File: config.mk
export PLATFORM = sky130hd
export DESIGN_NAME = double_ended_queue_unit
export DESIGN_NICKNAME = d
export VERILOG_FILES = /design/src/deq_pkg.sv /design/src/double_ended_queue_unit.sv
export SDC_FILE = /design/constraint.sdc
export NUM_CORES = 1
export LEC_CHECK = 0
export BUFFER_PORTS_ARGS = -buffer_cell sky130_fd_sc_hd__buf_4
export CAP_MARGIN = 40
export CORE_ASPECT_RATIO = 1.2
export CORE_MARGIN = 3
export CORE_UTILIZATION = 30
export DETAILED_ROUTE_END_ITERATION = 8
export PLACE_DENSITY = 0.55
export SLEW_MARGIN = 25
export SYNTH_ARGS = -nofsm -noshare
export SYNTH_HDL_FRONTEND = slang
export SYNTH_SLANG_ARGS = --single-unit
File: constraint.sdc
create_clock -name clk -period 8.9 [get_ports clk]
set_input_delay 1.78 -clock clk [delete_from_list [all_inputs] [get_ports clk]]
set_output_delay 1.78 -clock clk [all_outputs]
set_load 0.005 [all_outputs]
File: src/deq_pkg.sv
package deq_pkg;

  localparam int DEPTH = 16;
  localparam int DATA_W = 32;
  localparam int ADDR_W = $clog2(DEPTH);
  localparam int CNT_W = $clog2(DEPTH + 1);
  localparam int SUM_W = CNT_W + 1;

  localparam logic [2:0] CMD_NONE = 3'd0;
  localparam logic [2:0] CMD_PUSH_BACK = 3'd1;
  localparam logic [2:0] CMD_PUSH_FRONT = 3'd2;
  localparam logic [2:0] CMD_POP_BACK = 3'd3;
  localparam logic [2:0] CMD_POP_FRONT = 3'd4;
  localparam logic [2:0] CMD_CLEAR = 3'd5;

  localparam logic [1:0] ERR_OK = 2'd0;
  localparam logic [1:0] ERR_EMPTY = 2'd1;
  localparam logic [1:0] ERR_FULL = 2'd2;

  typedef enum logic [2:0] {
    ST_IDLE,
    ST_POP,
    ST_FRONT,
    ST_BACK,
    ST_RESULT
  } state_t;

endpackage

File: src/double_ended_queue_unit.sv
// Bounded double-ended queue of 16 signed 32-bit values in a circular memory.
// Input channel (in_valid/in_ready) carries one beat per command: cmd selects
// none, push back, push front, pop back, pop front or clear, and push_value is
// the value stored by a push. Output channel (out_valid/out_ready) returns one
// beat per command: the popped value, the front and back values after the
// command, the element count and an error code (empty on a pop, full on a push).
// Each command steps through idle, pop, front, back and result. The accept
// cycle in idle performs any write and issues the read of the popped entry
// through the single registered read port of the memory; pop captures it and
// reads the front, front captures that and reads the back, and result loads
// the output register, back entry included. A new command is taken only in
// idle, so not before the previous one has left the result state.
// The output register holds a finished result while the receiver stalls; the
// next command is still accepted and runs until its own result is ready, then
// waits for the output register to drain.
// Synchronous reset empties the queue and resets the front pointer; memory
// contents are not cleared, since only written entries are ever reported.
module double_ended_queue_unit (
  input  logic        clk,
  input  logic        rst,
  input  logic        in_valid,
  output logic        in_ready,
  input  logic [2:0]  cmd,
  input  logic signed [31:0] push_value,
  output logic        out_valid,
  input  logic        out_ready,
  output logic signed [31:0] popped_value,
  output logic signed [31:0] front_value,
  output logic signed [31:0] back_value,
  output logic [4:0]  element_count,
  output logic [1:0]  error_code
);

  function automatic logic [deq_pkg::ADDR_W-1:0] slot(
    input logic [deq_pkg::ADDR_W-1:0] base,
    input logic [deq_pkg::CNT_W-1:0] offset
  );
    logic [deq_pkg::SUM_W-1:0] sum;
    sum = deq_pkg::SUM_W'(base) + deq_pkg::SUM_W'(offset);
    if (sum >= deq_pkg::SUM_W'(deq_pkg::DEPTH)) begin
      sum = sum - deq_pkg::SUM_W'(deq_pkg::DEPTH);
    end
    return sum[deq_pkg::ADDR_W-1:0];
  endfunction

  localparam logic [deq_pkg::CNT_W-1:0] FULL_COUNT = deq_pkg::CNT_W'(deq_pkg::DEPTH);
  localparam logic [deq_pkg::CNT_W-1:0] ONE = deq_pkg::CNT_W'(1);
  localparam logic [deq_pkg::CNT_W-1:0] LAST = deq_pkg::CNT_W'(deq_pkg::DEPTH - 1);

  logic [deq_pkg::DATA_W-1:0] mem [deq_pkg::DEPTH];
  logic [deq_pkg::DATA_W-1:0] mem_rdata;

  deq_pkg::state_t state, state_next;
  logic [deq_pkg::ADDR_W-1:0] front_ptr, front_ptr_next;
  logic [deq_pkg::CNT_W-1:0] count, count_next;
  logic pop_ok, pop_ok_next;
  logic [1:0] err, err_next;
  logic [deq_pkg::DATA_W-1:0] popped, front_val;

  logic accept, load_out, is_empty, is_full;
  logic mem_we;
  logic [deq_pkg::ADDR_W-1:0] mem_waddr, mem_raddr, back_addr, pop_addr;

  assign accept = in_valid && in_ready;
  assign is_empty = (count == '0);
  assign is_full = (count >= FULL_COUNT);
  assign back_addr = slot(front_ptr, count - ONE);

  always_comb begin
    state_next = state;
    case (state)
      deq_pkg::ST_IDLE: begin
        if (in_valid) state_next = deq_pkg::ST_POP;
      end
      deq_pkg::ST_POP: state_next = deq_pkg::ST_FRONT;
      deq_pkg::ST_FRONT: state_next = deq_pkg::ST_BACK;
      deq_pkg::ST_BACK: state_next = deq_pkg::ST_RESULT;
      deq_pkg::ST_RESULT: begin
        if (!out_valid || out_ready) state_next = deq_pkg::ST_IDLE;
      end
      default: state_next = deq_pkg::ST_IDLE;
    endcase
  end

  always_comb begin
    in_ready = 1'b0;
    load_out = 1'b0;
    mem_raddr = front_ptr;
    case (state)
      deq_pkg::ST_IDLE: begin
        in_ready = 1'b1;
        mem_raddr = pop_addr;
      end
      deq_pkg::ST_POP: mem_raddr = front_ptr;
      deq_pkg::ST_FRONT: mem_raddr = back_addr;
      deq_pkg::ST_BACK: mem_raddr = back_addr;
      deq_pkg::ST_RESULT: begin
        load_out = !out_valid || out_ready;
        mem_raddr = back_addr;
      end
      default: mem_raddr = front_ptr;
    endcase
  end

  always_comb begin
    front_ptr_next = front_ptr;
    count_next = count;
    err_next = deq_pkg::ERR_OK;
    pop_ok_next = 1'b0;
    mem_we = 1'b0;
    mem_waddr = back_addr;
    pop_addr = front_ptr;
    case (cmd)
      deq_pkg::CMD_PUSH_BACK: begin
        mem_waddr = slot(front_ptr, count);
        if (is_full) begin
          err_next = deq_pkg::ERR_FULL;
        end else begin
          mem_we = accept;
          count_next = count + ONE;
        end
      end
      deq_pkg::CMD_PUSH_FRONT: begin
        mem_waddr = slot(front_ptr, LAST);
        if (is_full) begin
          err_next = deq_pkg::ERR_FULL;
        end else begin
          mem_we = accept;
          front_ptr_next = mem_waddr;
          count_next = count + ONE;
        end
      end
      deq_pkg::CMD_POP_BACK: begin
        pop_addr = back_addr;
        if (is_empty) begin
          err_next = deq_pkg::ERR_EMPTY;
        end else begin
          pop_ok_next = 1'b1;
          count_next = count - ONE;
        end
      end
      deq_pkg::CMD_POP_FRONT: begin
        if (is_empty) begin
          err_next = deq_pkg::ERR_EMPTY;
        end else begin
          pop_ok_next = 1'b1;
          front_ptr_next = slot(front_ptr, ONE);
          count_next = count - ONE;
        end
      end
      deq_pkg::CMD_CLEAR: begin
        front_ptr_next = '0;
        count_next = '0;
      end
      default: begin
        count_next = count;
      end
    endcase
  end

  always_ff @(posedge clk) begin
    if (mem_we) begin
      mem[mem_waddr] <= push_value[deq_pkg::DATA_W-1:0];
    end
    mem_rdata <= mem[mem_raddr];
  end

  always_ff @(posedge clk) begin
    if (rst) begin
      state <= deq_pkg::ST_IDLE;
      front_ptr <= '0;
      count <= '0;
      pop_ok <= 1'b0;
      err <= deq_pkg::ERR_OK;
      out_valid <= 1'b0;
    end else begin
      state <= state_next;
      if (accept) begin
        front_ptr <= front_ptr_next;
        count <= count_next;
        pop_ok <= pop_ok_next;
        err <= err_next;
      end
      if (load_out) begin
        out_valid <= 1'b1;
      end else if (out_ready) begin
        out_valid <= 1'b0;
      end
    end
  end

  always_ff @(posedge clk) begin
    if (state == deq_pkg::ST_POP) begin
      popped <= pop_ok ? mem_rdata : '0;
    end
    if (state == deq_pkg::ST_FRONT) begin
      front_val <= mem_rdata;
    end
    if (load_out) begin
      popped_value <= 32'(popped);
      front_value <= is_empty ? '0 : 32'(front_val);
      back_value <= is_empty ? '0 : 32'(mem_rdata);
      element_count <= 5'(count);
      error_code <= err;
    end
  end

  assert property (@(posedge clk) disable iff (rst) count <= FULL_COUNT)
    else $error("Element count exceeds the queue depth.");

  assert property (@(posedge clk) disable iff (rst)
    accept |=> !in_ready ##3 (state == deq_pkg::ST_RESULT))
    else $error("Command sequence did not reach the result state on time.");

  assert property (@(posedge clk) disable iff (rst)
    out_valid && (element_count == 5'd0) |-> (front_value == '0) && (back_value == '0))
    else $error("Empty queue reported nonzero front or back value.");

  assert property (@(posedge clk) disable iff (rst)
    out_valid && (error_code != deq_pkg::ERR_OK) |-> (popped_value == '0))
    else $error("Failed command reported a popped value.");

endmodule
==> results by group <==
STA
  • # setup viols final: 0
  • Fin worst setup slack: roughly 3700 ps
  • Final setup TNS: 0 ps
  • Max-slew violation count: 0
  • Max Freq: about 190 MHz
  • Hold Vio Cnt, Final: 0
  • Crit path time final: between 5000 and 6000 ps
  • Worst-Margin Slew: 1070 ps
  • Fin Clk Skew: about 21 ps
  • Worst rel slew slack: about 29%
  • Period utilisation layout: about three fifths
  • RSZ-0062 raised after global routing: no

Synthesis
  • Cell taking the most area after synthesis: edfxtp_1
  • Mapped Avg Cell Area: 16.01 um2
  • Synth area leaders: edfxtp_1, o211a_1, dfxtp_1
  • Ys flop type: edfxtp_1
  • Yosys cell types: 58
  • Yosys top cell area share: 70.19%
  • Synth warn: 0
  • Yosys reg bits: a little over 700
  • Netlist Area Pre-Place: roughly 29,000 um2
  • Synthesized netlist net count: between 1,500 and 2,000
  • Cells after Synth: between 1,500 and 2,000
  • Synth async-reset ratio: 0%
  • Register area share after synthesis: approximately 74%
  • EDFF count, synth: approximately 680

Detailed routing
  • Residual DRC count: 0
  • WL/cell: between 20 and 25 um
  • ANT nets after route: 0
  • Mean number of vias per cell: ~4.9
  • DR vias: 16,060
  • Starting DRT DRC Count: between 1,000 and 1,500
  • Routed Wire Length: roughly 71,000 um
  • Initial DRT Pass Iterations: 5

Global route
  • Met2 usage: around 25%
  • Initial antenna violation count: 8
  • GRT Residual Overflow: 0
  • GR Util met3: around 2.9%
  • Vias in the first global route: 16,450
  • Gr busiest metal: met2
  • Largest net degree at the start of global routing: 179
  • Met1 Track Usage GR: between 10% and 20%
  • GR Util All Layers: between 10 and 15%
  • First-pass GRT wire length: 106,500 um

Worst setup path
  • CP Buf/Inv Count: 4
  • Worst path arrival time: ~5700 ps
  • Setup crit end kind: flip-flop
  • CP startpoint kind: flip-flop
  • Cell count along the critical path: 12
  • Crit path required time: ~9400 ps
  • Reg-to-Reg Start: count[1]
  • Crit Path Class: reg -> reg
  • Largest stage delay on the critical path: 610 ps
  • Reg2reg path depth: 12
  • R2r endpoint: mem_rdata[16]
  • CP max FO: approximately 100
  • Most used cell, CP: buf_12
  • CP top delay family: simple AND/OR/NAND/NOR gates
  • R2R Setup Slk: between 3000 and 4000 ps
  • CP cell instances: inv_1, ha_1, fa_1, nor3b_1, o21ai_4, buf_4, and3_4, buf_12, buf_12, mux2_2, o211a_1, or4_1
  • Critical-path top delay cell: and3_4

Power and ir drop
  • Net Switching: 0.001895 W
  • Leak: 12.31 nW
  • Switching Share: approximately a quarter
  • Peak VDD IR: between 0.1 and 0.15 mV
  • Cell Int Power: just under 0.006 W
  • Logic gate share of total power: between 10% and 20%
  • Total power per unit cell area: approximately 230 nW/um2
  • Flop pwr share: 51.3%
  • Clk pwr share: roughly 38%

CTS
  • H-tree depth: 3
  • CTS tree: built
  • TritonCTS buffer count: 67
  • Clk sinks: ~730
  • Clk_lat worst skew: a little over 600 ps
  • Post-CTS Hold Fix Bufs: 0
  • CTS Buffer Depth: 3
  • Postcts setup bufs: 0
  • Cts repair resizes: 0
  • Clock Root Buffer: clkbuf_16
  • CTS clk-pin slew, worst paths: roughly 70 ps

Finish
  • Area added between synthesis and finish: 17.10%
  • Share of layout cells above drive strength 1: about 20%
  • Fillers: approximately 9,000
  • Nets: about 2,000
  • Highest-count cells in the layout ignoring fill and taps: edfxtp_1, buf_4, inv_1
  • Finished Layout Cells: roughly 3,300
  • Most common cell after layout, fill and taps aside: edfxtp_1

Run status
  • Status: complete, no violations

Placement
  • Input/output buffers: 143
  • DP Wirelength: 37,290 um
  • Placed cell count: roughly 3,100
  • GP Congestion: approximately 0.76
  • Post-Place Worst Slack: approximately 3100 ps

Worst hold path
  • Hold Startpoint: popped[14]
  • Hold Path Sink: popped_value[14]
  • Hold Path Depth: 0
  • Worst hold path class: reg -> reg

Run
  • Max cap viols: 0

Die
  • Ports: between 100 and 150
  • Die width: ~290 um
  • Die Ht: between 300 and 400 um
  • # rows: between 100 and 150
  • Die ar.: ~100,000 um2
  • Initial Util: between 30% and 40%
  • Core Region: approximately 96,000 um2
-- synthesized netlist by cell type (10+ instances only) --
library cell	number
a211oi_1	65
a21oi_1	22
and2_1	100
and4_1	32
buf_1	12
buf_2	11
clkbuf_1	101
dfxtp_1	48
edfxtp_1	679
ha_1	10
inv_1	109
mux2_2	73
mux2_4	20
mux2i_1	39
nand2_1	23
nand4_1	95
nor2_1	29
nor3_1	18
o211a_1	97
o211ai_1	99
o21ai_0	11
or4_1	32
-- per-layer routing --
metal | vias to the layer above | wire length [um]
met4 | 4 | 1528
met5 | - | 29
li1 | 7378 | -
met3 | 99 | 4072
met2 | 426 | 36890
met1 | 8155 | 28020
-- through the flow --
step / utilization [%] / area [um2] / hold WS (ps) / power (W)
finish: 35.53 / 34020 / 415.8 / 0.007783
global route: 35.52 / 34000 / 424.7 / 0.008094
CTS: 35.47 / 33950 / 417.5 / 0.007871
detailed placement: 33.14 / 31730 / 404.5 / 0.004940
global placement: 33.02 / 31610 / 405.1 / 0.004913
floorplan: - / 29050 / 400.3 / 0.004583
-- area by class of cell --
cell class / count / area, um2 / share of cell area [%]
multi-input combinational: 846 / 6938 / 20.40
sequential: 727 / 21350 / 62.77
timing repair buffer: 184 / 1505 / 4.425
clock inverter: 27 / 357.8 / 1.052
inverter: 109 / 409.1 / 1.203
clock buffer: 93 / 1867 / 5.488
antenna: 5 / 12.51 / 0.03678
tap: 1260 / 1577 / 4.635
-- power by group through the flow --
stage	Clock [W]	Combinational, W	Sequential (W)
2_1_floorplan	0	0.000592	0.00399
3_3_place_gp	0	0.000849	0.00406
3_5_place_dp	0	0.000876	0.00406
4_1_cts	0.00300	0.000877	0.00399
5_1_grt	0.00314	0.000953	0.00400
6_report	0.00292	0.000872	0.00399
-- logic make-up (layout without fill, tap and decap cells) --
family / count (synthesis) / in the layout / synth area share [%]
other: 0 / 5 / 0
AO/OA/AOI/OAI: 325 / 325 / 9.037
XOR/XNOR: 11 / 11 / 0.3317
buffers and inverters: 241 / 413 / 3.368
flip-flops: 727 / 727 / 73.50
adder cells (fa/ha/maj): 12 / 12 / 0.5686
AND/OR/NAND/NOR: 361 / 361 / 7.753
multiplexers: 137 / 137 / 5.440
-- flip-flops by register name, indices dropped and copies added, names as in the netlist --
name	flops
mem_rdata	32
err	2
front_val	32
count	5
error_code	2
back_value	32
mem	512
element_count	5
popped_value	32
front_value	32
popped	32
state	3
out_valid	1
front_ptr	4
pop_ok	1
-- how the worst max path moves through the flow --
| stage | startpoint | endpoint | slack, ps |
|---|---|---|---|
| finish | count[1] | mem_rdata[16] | 3700 |
| CTS | cmd[2] | mem_rdata[16] | 3720 |
| global placement | cmd[2] | mem_rdata[15] | 2960 |
| global route | count[0] | mem_rdata[16] | 3490 |
| detailed placement | cmd[2] | mem_rdata[15] | 3070 |
| floorplan | out_ready | back_value[0] | 2200 |
Note: power is estimated with default switching activity, not from simulation.
